<file path="src/rtl/core/hsi_cc_pkg.sv">
`timescale 1ns / 1ps
// ----------------------------------------------------------------------------
// hsi_cc_pkg
// Shared types, widths, codes and the hue ratio table of the HSI to RGB
// converter.
// ----------------------------------------------------------------------------
package hsi_cc_pkg;

    // field widths
    localparam int HUE_W   = 9;
    localparam int LVL_W   = 11;
    localparam int SEC_W   = 2;
    localparam int D_W     = 7;
    localparam int RATIO_W = 17;   // signed Q2.14
    localparam int FRAC_W  = 14;
    localparam int TERM_W  = 26;   // positive Q2.24 term, at most 3*2^24

    localparam int FULL_SCALE = 1024;
    localparam int FS_W   = $clog2(FULL_SCALE + 1);
    localparam int IFS_W  = LVL_W + FS_W;          // intensity * full scale
    localparam int PROD_W = IFS_W + TERM_W;
    localparam int QSH    = 34;                    // 2^24 term scale, 2^10 intensity
    localparam int SC_W   = PROD_W - QSH;          // level times three
    localparam int RCP_W  = 16;
    localparam int RCP_SH = 17;
    localparam logic [RCP_W-1:0] RECIP3 = RCP_W'(43691);  // ceil(2^17 / 3)

    localparam logic [HUE_W-1:0] HUE_WRAP   = HUE_W'(360);
    localparam logic [HUE_W-1:0] SECTOR_DEG = HUE_W'(120);
    localparam logic [HUE_W-1:0] SECTOR2_DEG = HUE_W'(240);
    localparam logic [LVL_W-1:0] UNIT_Q10   = LVL_W'(1024);
    localparam int ONE_Q24 = 1 << 24;
    localparam int ONE_Q14 = 1 << FRAC_W;

    // sector codes
    localparam logic [SEC_W-1:0] SEC_RED   = 2'd0;  // 0..119 deg, red leads
    localparam logic [SEC_W-1:0] SEC_GREEN = 2'd1;  // 120..239 deg, green leads
    localparam logic [SEC_W-1:0] SEC_BLUE  = 2'd2;  // 240..359 deg, blue leads

    localparam int QDEPTH = 4;
    localparam int QPTR_W = $clog2(QDEPTH);

    typedef struct packed {
        logic [SEC_W-1:0] sector;
        logic [D_W-1:0]   offset;
        logic [LVL_W-1:0] sat;
        logic [LVL_W-1:0] inten;
    } t_item;

    typedef logic signed [RATIO_W-1:0] t_ratio_tab [0:119];

    localparam longint unsigned ONE_Q28   = 64'd268435456;
    localparam longint unsigned PI_Q28    = 64'd843314144;
    localparam longint unsigned SIXTY_Q28 = 64'd281104715;

    // unsigned shift-subtract quotient, used only while building the table
    function automatic longint unsigned udiv64(longint unsigned num,
                                               longint unsigned den);
        longint unsigned quo;
        longint unsigned rem;
        quo = '0;
        rem = '0;
        for (int b = 63; b >= 0; b--) begin
            rem = {rem[62:0], num[b]};
            if (rem >= den) begin
                rem    = rem - den;
                quo[b] = 1'b1;
            end
        end
        return quo;
    endfunction

    // 13-term Taylor cosine in Q4.28, each term truncated
    function automatic longint cos_q28(longint unsigned x);
        longint unsigned x2;
        longint unsigned term;
        longint          sum;
        x2   = (x * x) >> 28;
        term = ONE_Q28;
        sum  = longint'(ONE_Q28);
        for (longint unsigned n = 1; n <= 12; n++) begin
            term = udiv64((term * x2) >> 28, (2 * n - 1) * (2 * n));
            if (n[0])
                sum = sum - longint'(term);
            else
                sum = sum + longint'(term);
        end
        return sum;
    endfunction

    // cos(d)/cos(60 - d), rounded half away from zero to Q2.14
    function automatic t_ratio_tab build_ratio_tab();
        t_ratio_tab      tab;
        longint unsigned x;
        longint unsigned y;
        longint unsigned mag;
        longint unsigned den;
        longint unsigned q;
        longint          c1;
        longint          c2;
        for (int d = 0; d < 120; d++) begin
            x   = (longint'(d) * PI_Q28) / 180;
            y   = (SIXTY_Q28 >= x) ? (SIXTY_Q28 - x) : (x - SIXTY_Q28);
            c1  = cos_q28(x);
            c2  = cos_q28(y);
            mag = (c1 < 0) ? longint'(-c1) : longint'(c1);
            den = (c2 > 0) ? longint'(c2) : 64'd1;
            q   = udiv64((mag << 15) + den, 2 * den);
            tab[d] = (c1 < 0) ? -RATIO_W'(q) : RATIO_W'(q);
        end
        return tab;
    endfunction

    localparam t_ratio_tab RATIO_TAB = build_ratio_tab();

endpackage

</file>
<file path="src/rtl/core/hsi_cc_front.sv">
`timescale 1ns / 1ps
// ----------------------------------------------------------------------------
// hsi_cc_front
// Accepts one color, wraps the hue, finds its sector and offset and clamps
// saturation and intensity to 1.0.
// ----------------------------------------------------------------------------
module hsi_cc_front
    import hsi_cc_pkg::*;
(
    input  logic             i_clk,
    input  logic             i_rst_n,
    input  logic             i_valid,
    output logic             o_ready,
    input  logic [HUE_W-1:0] i_hue_deg,
    input  logic [LVL_W-1:0] i_saturation,
    input  logic [LVL_W-1:0] i_intensity,
    output logic             o_valid,
    input  logic             i_ready,
    output t_item            o_item
);

    logic         r_valid;
    t_item        r_item;
    t_item        n_item;
    logic [HUE_W-1:0] hue_w;
    logic [HUE_W-1:0] off_w;

    assign o_ready = !r_valid || i_ready;
    assign o_valid = r_valid;
    assign o_item  = r_item;

    always_comb begin
        hue_w = (i_hue_deg >= HUE_WRAP) ? (i_hue_deg - HUE_WRAP) : i_hue_deg;
        if (hue_w >= SECTOR2_DEG) begin
            n_item.sector = SEC_BLUE;
            off_w         = hue_w - SECTOR2_DEG;
        end else if (hue_w >= SECTOR_DEG) begin
            n_item.sector = SEC_GREEN;
            off_w         = hue_w - SECTOR_DEG;
        end else begin
            n_item.sector = SEC_RED;
            off_w         = hue_w;
        end
        n_item.offset = off_w[D_W-1:0];
        n_item.sat    = (i_saturation > UNIT_Q10) ? UNIT_Q10 : i_saturation;
        n_item.inten  = (i_intensity > UNIT_Q10) ? UNIT_Q10 : i_intensity;
    end

    always_ff @(posedge i_clk) begin
        if (!i_rst_n) begin
            r_valid <= 1'b0;
        end else if (o_ready) begin
            r_valid <= i_valid;
        end
    end

    always_ff @(posedge i_clk) begin
        if (o_ready && i_valid) begin
            r_item <= n_item;
        end
    end

endmodule

</file>
<file path="src/rtl/core/hsi_cc_queue.sv">
`timescale 1ns / 1ps
// ----------------------------------------------------------------------------
// hsi_cc_queue
// Short register queue between the classify front and the arithmetic back.
// ----------------------------------------------------------------------------
module hsi_cc_queue
    import hsi_cc_pkg::*;
(
    input  logic  i_clk,
    input  logic  i_rst_n,
    input  logic  i_push_valid,
    output logic  o_push_ready,
    input  t_item i_push_item,
    output logic  o_pop_valid,
    input  logic  i_pop_ready,
    output t_item o_pop_item
);

    t_item             r_mem [QDEPTH];
    logic [QPTR_W-1:0] r_wr_ptr;
    logic [QPTR_W-1:0] r_rd_ptr;
    logic [QPTR_W:0]   r_count;
    logic              push;
    logic              pop;

    assign o_push_ready = (r_count != (QPTR_W+1)'(QDEPTH));
    assign o_pop_valid  = (r_count != '0);
    assign o_pop_item   = r_mem[r_rd_ptr];
    assign push         = i_push_valid && o_push_ready;
    assign pop          = o_pop_valid && i_pop_ready;

    always_ff @(posedge i_clk) begin
        if (!i_rst_n) begin
            r_wr_ptr <= '0;
            r_rd_ptr <= '0;
            r_count  <= '0;
        end else begin
            if (push) r_wr_ptr <= r_wr_ptr + 1'b1;
            if (pop)  r_rd_ptr <= r_rd_ptr + 1'b1;
            if (push && !pop)      r_count <= r_count + 1'b1;
            else if (pop && !push) r_count <= r_count - 1'b1;
        end
    end

    always_ff @(posedge i_clk) begin
        if (push) begin
            r_mem[r_wr_ptr] <= i_push_item;
        end
    end

endmodule

</file>
<file path="src/rtl/core/hsi_cc_back.sv">
`timescale 1ns / 1ps
// ----------------------------------------------------------------------------
// hsi_cc_back
// Three-stage level pipeline: ratio lookup and terms, scaling by intensity,
// divide by three with clamp and channel routing into the output register.
// ----------------------------------------------------------------------------
module hsi_cc_back
    import hsi_cc_pkg::*;
(
    input  logic             i_clk,
    input  logic             i_rst_n,
    input  logic             i_valid,
    output logic             o_ready,
    input  t_item            i_item,
    output logic             o_valid,
    input  logic             i_ready,
    output logic [LVL_W-1:0] o_red,
    output logic [LVL_W-1:0] o_green,
    output logic [LVL_W-1:0] o_blue
);

    localparam int SUM_W = LVL_W + RATIO_W + 3;
    localparam logic signed [RATIO_W:0] CMP_ONE = (RATIO_W+1)'(ONE_Q14);
    localparam logic signed [SUM_W-1:0] SUM_ONE = SUM_W'(ONE_Q24);

    // stage A: terms
    logic              r_a_valid;
    logic [SEC_W-1:0]  r_a_sector;
    logic [IFS_W-1:0]  r_a_ifs;
    logic [TERM_W-1:0] r_a_lead;
    logic [TERM_W-1:0] r_a_next;
    logic [TERM_W-1:0] r_a_trail;
    // stage B: three times the level
    logic              r_b_valid;
    logic [SEC_W-1:0]  r_b_sector;
    logic [SC_W-1:0]   r_b_lead;
    logic [SC_W-1:0]   r_b_next;
    logic [SC_W-1:0]   r_b_trail;
    // output register
    logic              r_o_valid;
    logic [LVL_W-1:0]  r_red;
    logic [LVL_W-1:0]  r_green;
    logic [LVL_W-1:0]  r_blue;

    logic adv_a;
    logic adv_b;
    logic adv_o;

    logic signed [RATIO_W-1:0]     ratio;
    logic signed [RATIO_W:0]       comp;
    logic signed [LVL_W:0]         sat_s;
    logic signed [SUM_W-1:0]       lead_sum;
    logic signed [SUM_W-1:0]       next_sum;
    logic [TERM_W-1:0]             n_a_lead;
    logic [TERM_W-1:0]             n_a_next;
    logic [TERM_W-1:0]             n_a_trail;
    logic [LVL_W-1:0]              sat_rest;
    logic [PROD_W-1:0]             p_lead;
    logic [PROD_W-1:0]             p_next;
    logic [PROD_W-1:0]             p_trail;
    logic [LVL_W-1:0]              v_lead;
    logic [LVL_W-1:0]              v_next;
    logic [LVL_W-1:0]              v_trail;

    // floor(s / 3), clamped to full scale, kept to the field width
    function automatic logic [LVL_W-1:0] third_clamp(input logic [SC_W-1:0] s);
        logic [SC_W+RCP_W-1:0] m;
        logic [SC_W+RCP_W-RCP_SH-1:0] q;
        m = SC_W'(s) * RECIP3;
        q = m[SC_W+RCP_W-1:RCP_SH];
        if (q > (SC_W+RCP_W-RCP_SH)'(FULL_SCALE))
            q = (SC_W+RCP_W-RCP_SH)'(FULL_SCALE);
        return q[LVL_W-1:0];
    endfunction

    assign adv_o   = !r_o_valid || i_ready;
    assign adv_b   = !r_b_valid || adv_o;
    assign adv_a   = !r_a_valid || adv_b;
    assign o_ready = adv_a;
    assign o_valid = r_o_valid;
    assign o_red   = r_red;
    assign o_green = r_green;
    assign o_blue  = r_blue;

    always_comb begin
        ratio    = RATIO_TAB[i_item.offset];
        comp     = CMP_ONE - (RATIO_W+1)'(ratio);
        sat_s    = $signed({1'b0, i_item.sat});
        lead_sum = SUM_ONE + SUM_W'(sat_s * ratio);
        next_sum = SUM_ONE + SUM_W'(sat_s * comp);
        n_a_lead = (lead_sum > 0) ? lead_sum[TERM_W-1:0] : '0;
        n_a_next = (next_sum > 0) ? next_sum[TERM_W-1:0] : '0;
        sat_rest = UNIT_Q10 - i_item.sat;
        n_a_trail = TERM_W'({sat_rest, {FRAC_W{1'b0}}});
    end

    assign p_lead  = PROD_W'(r_a_ifs) * PROD_W'(r_a_lead);
    assign p_next  = PROD_W'(r_a_ifs) * PROD_W'(r_a_next);
    assign p_trail = PROD_W'(r_a_ifs) * PROD_W'(r_a_trail);

    assign v_lead  = third_clamp(r_b_lead);
    assign v_next  = third_clamp(r_b_next);
    assign v_trail = third_clamp(r_b_trail);

    always_ff @(posedge i_clk) begin
        if (!i_rst_n) begin
            r_a_valid <= 1'b0;
            r_b_valid <= 1'b0;
            r_o_valid <= 1'b0;
        end else begin
            if (adv_a) r_a_valid <= i_valid;
            if (adv_b) r_b_valid <= r_a_valid;
            if (adv_o) r_o_valid <= r_b_valid;
        end
    end

    always_ff @(posedge i_clk) begin
        if (adv_a && i_valid) begin
            r_a_sector <= i_item.sector;
            r_a_ifs    <= IFS_W'(i_item.inten) * IFS_W'(FULL_SCALE);
            r_a_lead   <= n_a_lead;
            r_a_next   <= n_a_next;
            r_a_trail  <= n_a_trail;
        end
        if (adv_b && r_a_valid) begin
            r_b_sector <= r_a_sector;
            r_b_lead   <= p_lead[PROD_W-1:QSH];
            r_b_next   <= p_next[PROD_W-1:QSH];
            r_b_trail  <= p_trail[PROD_W-1:QSH];
        end
        if (adv_o && r_b_valid) begin
            unique case (r_b_sector)
                SEC_RED: begin
                    r_red   <= v_lead;
                    r_green <= v_next;
                    r_blue  <= v_trail;
                end
                SEC_GREEN: begin
                    r_red   <= v_trail;
                    r_green <= v_lead;
                    r_blue  <= v_next;
                end
                default: begin
                    r_red   <= v_next;
                    r_green <= v_trail;
                    r_blue  <= v_lead;
                end
            endcase
        end
    end

endmodule

</file>
<file path="src/rtl/core/hsi_to_rgb_color_convert.sv">
`timescale 1ns / 1ps
// ----------------------------------------------------------------------------
// hsi_to_rgb_color_convert
// HSI to RGB duty level converter: one hue/saturation/intensity item in,
// one red/green/blue item out.
// ----------------------------------------------------------------------------
//  Channel  | Dir | Handshake              | Payload
//  ---------+-----+------------------------+------------------------------------
//  s (in)   | in  | i_s_tvalid/o_s_tready  | i_s_tdata: hue, saturation, intensity
//  m (out)  | out | o_m_tvalid/i_m_tready  | o_m_tdata: red, green, blue
//
//  One item per clock sustained while i_m_tready stays high. Five register
//  stages: front register (loaded at the accepting edge), queue, term stage,
//  scaling multiply stage, divide-by-three/clamp into the output register.
//  Reset is synchronous, active low; it empties the pipeline and the queue.
//  The front only stalls when the four-entry queue is full; the back stalls
//  stage by stage from i_m_tready, so the front keeps taking items meanwhile.
// ----------------------------------------------------------------------------
module hsi_to_rgb_color_convert
    import hsi_cc_pkg::*;
(
    input  logic        i_clk,
    input  logic        i_rst_n,
    input  logic        i_s_tvalid,
    output logic        o_s_tready,
    input  logic [31:0] i_s_tdata,   // [8:0] hue_deg, [19:9] saturation,
                                     // [30:20] intensity, [31] zero
    output logic        o_m_tvalid,
    input  logic        i_m_tready,
    output logic [39:0] o_m_tdata    // [10:0] red, [21:11] green,
                                     // [32:22] blue, [39:33] zero
);

    // front to queue
    logic  fr_valid;
    logic  fr_ready;
    t_item fr_item;
    // queue to back
    logic  bk_valid;
    logic  bk_ready;
    t_item bk_item;

    logic [LVL_W-1:0] red;
    logic [LVL_W-1:0] green;
    logic [LVL_W-1:0] blue;

    // Sector and offset classify, input clamps.
    hsi_cc_front u_front (
        .i_clk        (i_clk),
        .i_rst_n      (i_rst_n),
        .i_valid      (i_s_tvalid),
        .o_ready      (o_s_tready),
        .i_hue_deg    (i_s_tdata[HUE_W-1:0]),
        .i_saturation (i_s_tdata[HUE_W+LVL_W-1:HUE_W]),
        .i_intensity  (i_s_tdata[HUE_W+2*LVL_W-1:HUE_W+LVL_W]),
        .o_valid      (fr_valid),
        .i_ready      (fr_ready),
        .o_item       (fr_item)
    );

    // Decouples the front from output backpressure.
    hsi_cc_queue u_queue (
        .i_clk        (i_clk),
        .i_rst_n      (i_rst_n),
        .i_push_valid (fr_valid),
        .o_push_ready (fr_ready),
        .i_push_item  (fr_item),
        .o_pop_valid  (bk_valid),
        .i_pop_ready  (bk_ready),
        .o_pop_item   (bk_item)
    );

    // Level arithmetic and channel routing.
    hsi_cc_back u_back (
        .i_clk   (i_clk),
        .i_rst_n (i_rst_n),
        .i_valid (bk_valid),
        .o_ready (bk_ready),
        .i_item  (bk_item),
        .o_valid (o_m_tvalid),
        .i_ready (i_m_tready),
        .o_red   (red),
        .o_green (green),
        .o_blue  (blue)
    );

    assign o_m_tdata = {7'd0, blue, green, red};

endmodule

</file>
<file path="config.mk">
export PLATFORM = sky130hd
export DESIGN_NAME = hsi_to_rgb_color_convert
export DESIGN_NICKNAME = d
export VERILOG_FILES = /design/src/rtl/core/hsi_cc_pkg.sv /design/src/rtl/core/hsi_cc_front.sv /design/src/rtl/core/hsi_cc_queue.sv /design/src/rtl/core/hsi_cc_back.sv /design/src/rtl/core/hsi_to_rgb_color_convert.sv
export SDC_FILE = /design/constraint.sdc
export NUM_CORES = 2
export LEC_CHECK = 0
export BUFFER_PORTS_ARGS = -buffer_cell sky130_fd_sc_hd__buf_2
export CORE_MARGIN = 3
export CORE_UTILIZATION = 60
export DETAILED_ROUTE_END_ITERATION = 16
export PLACE_DENSITY = 0.83
export SKIP_LAST_GASP = 1
export SLEW_MARGIN = 20
export SYNTH_ARGS = -nofsm -noshare
export SYNTH_HDL_FRONTEND = slang
export SYNTH_SLANG_ARGS = --single-unit
export TNS_END_PERCENT = 100
</file>
<file path="constraint.sdc">
create_clock -name i_clk -period 9.95 [get_ports i_clk]
set_input_delay 0.995 -clock i_clk [delete_from_list [all_inputs] [get_ports i_clk]]
set_output_delay 0.995 -clock i_clk [all_outputs]
set_load 0.05 [all_outputs]
</file>
==> results.sh <==
export IMPL_outcome="finished, final reports clean"
export IMPL_finish_instance_area_um2=61800
export IMPL_arrival_ps=9950
export IMPL_maxSlewHeadroom_pct=23.3
export IMPL_synthMuxAreaShare_pct=1.74
export IMPL_cts_hold_buf=0
export IMPL_drive_gt1_share_pct=7.59
export IMPL_max_stage_delay_ps=720
export IMPL_overflow=0
export IMPL_start_kind="flop"
export IMPL_synth_cell_area_um2=57900
export IMPL_placed_area_um2=60300
export IMPL_gr_usage_all_layers_pct=28.9
export IMPL_tightest_slew_ps=1150
export IMPL_die_area_um2=100000
export IMPL_antenna_left=0
export IMPL_clock_latency_ps=620
export IMPL_synth_top_family_by_area="adder cells"
export IMPL_ys_async_sr_fraction_pct=0
export IMPL_syn_to_final_growth_pct=6.72
export IMPL_multi_input_area_um2=43300
export IMPL_worstPathMaxFanout=26
export IMPL_seqCellArea_um2=9390
export IMPL_n_fill_cell=7042
export IMPL_syn_inst=5935
export IMPL_crit_type="reg2reg"
export IMPL_vias=42492
export IMPL_gp_congestion=0.976
export IMPL_routedWlPerCell_um=19.5
export IMPL_path_clk_slew_ps=60
export IMPL_core_area_um2=95300
export IMPL_ys_types=103
export IMPL_min_path_type="reg2reg"
export IMPL_h_tree_depth=2
export IMPL_tns_ps=0
export IMPL_avgSynthCellArea_um2=9.75
export IMPL_port_buffers=69
export IMPL_drcViolationCount=0
export IMPL_cts_tree="built"
export IMPL_drt_wl_total_mm=142
export IMPL_final_nets=7712
export IMPL_yosysSeqAreaShare_pct=16.2
export IMPL_cts_buffers=36
export IMPL_synthAdderAreaFrac_pct=49.6
export IMPL_drt_vias_per_instance=5.84
export IMPL_start_util_pct=60.7
export IMPL_setup_viol=0
export IMPL_max_freq_ghz=0.104
export IMPL_cp_required_ps=10280
export IMPL_grt_pass1_vias=46515
export IMPL_drtPass1Iterations=7
export IMPL_synthSimpleGateAreaFrac_pct=13.6
export IMPL_final_cell_mix="inv_1 (1,148), fa_1 (998), nand2_1 (725), ha_1 (695), nor2_1 (334)"
export IMPL_cp_end_kind="flop"
export IMPL_clk_path_buf_depth=3
export IMPL_finClkSkew_ps=43.6
export IMPL_hold_viol=0
export IMPL_dieWidth_um=317
export IMPL_grt_pass1_wl_mm=232
export IMPL_pin_count=78
export IMPL_drv_cap=0
export IMPL_slowest_stage="mux4_2"
export IMPL_cts_root_buffer="clkbuf_16"
export IMPL_r2r_cells=40
export IMPL_synth_compound_area_share_pct=6.80
export IMPL_slew_viol_final=0
export IMPL_drt_iter0_drc=3688
export IMPL_dp_hpwl_mm=111
export IMPL_rsz0062_at_grt="true"
export IMPL_synth_xor_area_share_pct=2.60
export IMPL_clock_sinks=317
export IMPL_placementRows=113
export IMPL_hold_depth=0
export IMPL_layout_commonest_cell="inv_1"
export IMPL_finalCritPeriodShare_pct=96.7
export IMPL_finish_utilization_pct=64.8
export IMPL_fin_crit_ps=9620
export IMPL_synthFlopType="edfxtp_1"
export IMPL_antenna_found_initial=2
export IMPL_yosysWarnings=0
export IMPL_grt_max_degree=67
export IMPL_die_h_um=317
export IMPL_synth_edf_count=304
export IMPL_yosys_register_bits=317
==> registers in the layout (all words and copies together) (netlist names), 12 cells and up, named ones only <==
register          cells
u_back.r_b_lead      13
u_back.r_a_next      26
u_back.r_b_trail     12
u_back.r_b_next      13
u_front.o_item       31
u_queue.r_mem       124
u_back.r_a_lead      26
==> worst max-delay path: cells and delay by family (launching register included) <==
family                   cells  cell delay (ps)
adder cells (fa/ha/maj)      6             2260
AO/OA/AOI/OAI               11             2220
AND/OR/NAND/NOR              9             1660
multiplexers                 1              720
flip-flops                   1              400
XOR/XNOR                     1              150
buffers and inverters       12             1890
==> final timing paths <==
path / slack (ps) / start / end
setup reg to reg: 330 / flop / u_back.r_a_next[1]
setup / recovery: 330 / flop / u_back.r_a_next[1]
hold / removal: 490 / u_front.o_item[16] / u_queue.r_mem[3][16]
hold reg to reg: 490 / u_front.o_item[16] / u_queue.r_mem[3][16]
==> synth_stat cells, types with 15 or more instances <==
library cell	n	area share, %
fa_1	998	35
a211oi_1	17	0.22
nand4_1	17	0.18
nand2_1	726	4.7
mux2i_1	33	0.57
buf_2	15	0.13
o21a_1	31	0.40
nor2_1	338	2.2
a21oi_1	135	1.2
and3_1	20	0.22
mux4_2	22	0.86
xnor2_1	107	1.6
mux2_2	15	0.29
o31ai_1	18	0.23
and2_1	295	3.2
inv_1	1148	7.4
edfxtp_1	304	16
or3_1	18	0.19
o21ai_0	90	0.78
xor2_1	63	0.95
ha_1	696	15
a31oi_1	31	0.34
a21o_1	44	0.57
nor3_1	64	0.55
clkbuf_1	223	1.4
nand3_1	49	0.42
nor2b_1	52	0.56
o211ai_1	32	0.42
nand2b_1	41	0.44
==> metal layers <==
metal  up-vias  wire length, µm  global-route usage [%]
met1     21042            52400                    34.8
met3       565            11600                    4.88
li1      18847                -                       -
met2      2036            70000                    50.7
met5         -               13                       0
met4         2             7980                    13.5
==> per-stage QoR <==
step,hold slack (ps),setup slack (ps),cells
after floorplan,400,45.6,5941
after global placement,467,245,7199
after detailed placement,479,104,7199
after CTS,497,52.9,7262
after global routing,508,-36.7,7272
final,493,328,7273
==> final cells by class <==
class	count	share of cell area (%)
clock buffer	42	1.53
tap	1265	2.56
multi-input combinational	4207	70.1
inverter	1150	6.99
sequential	317	15.2
clock inverter	21	0.425
antenna	1	0.00405
timing repair buffer	270	3.18
==> cells by family after synthesis <==
| family | after synthesis |
|---|---|
| AOI/OAI and AO/OA | 572 |
| xor gates and xnor gates | 171 |
| adders and majority gates | 1694 |
| buffers and inverters | 1419 |
| DFF | 317 |
| muxes | 71 |
| other | 1 |
| and+or+nand+nor | 1690 |
==> what timing repair did <==
action	in CTS	in global routing
gates resized for setup	0	27
hold endpoints to repair	0	0
buffers inserted	0	6
setup endpoints to repair	0	52
Power is left out: the tool's default activity adds up to more than one toggle a clock period on the data nets, which glitch-free logic cannot reach.
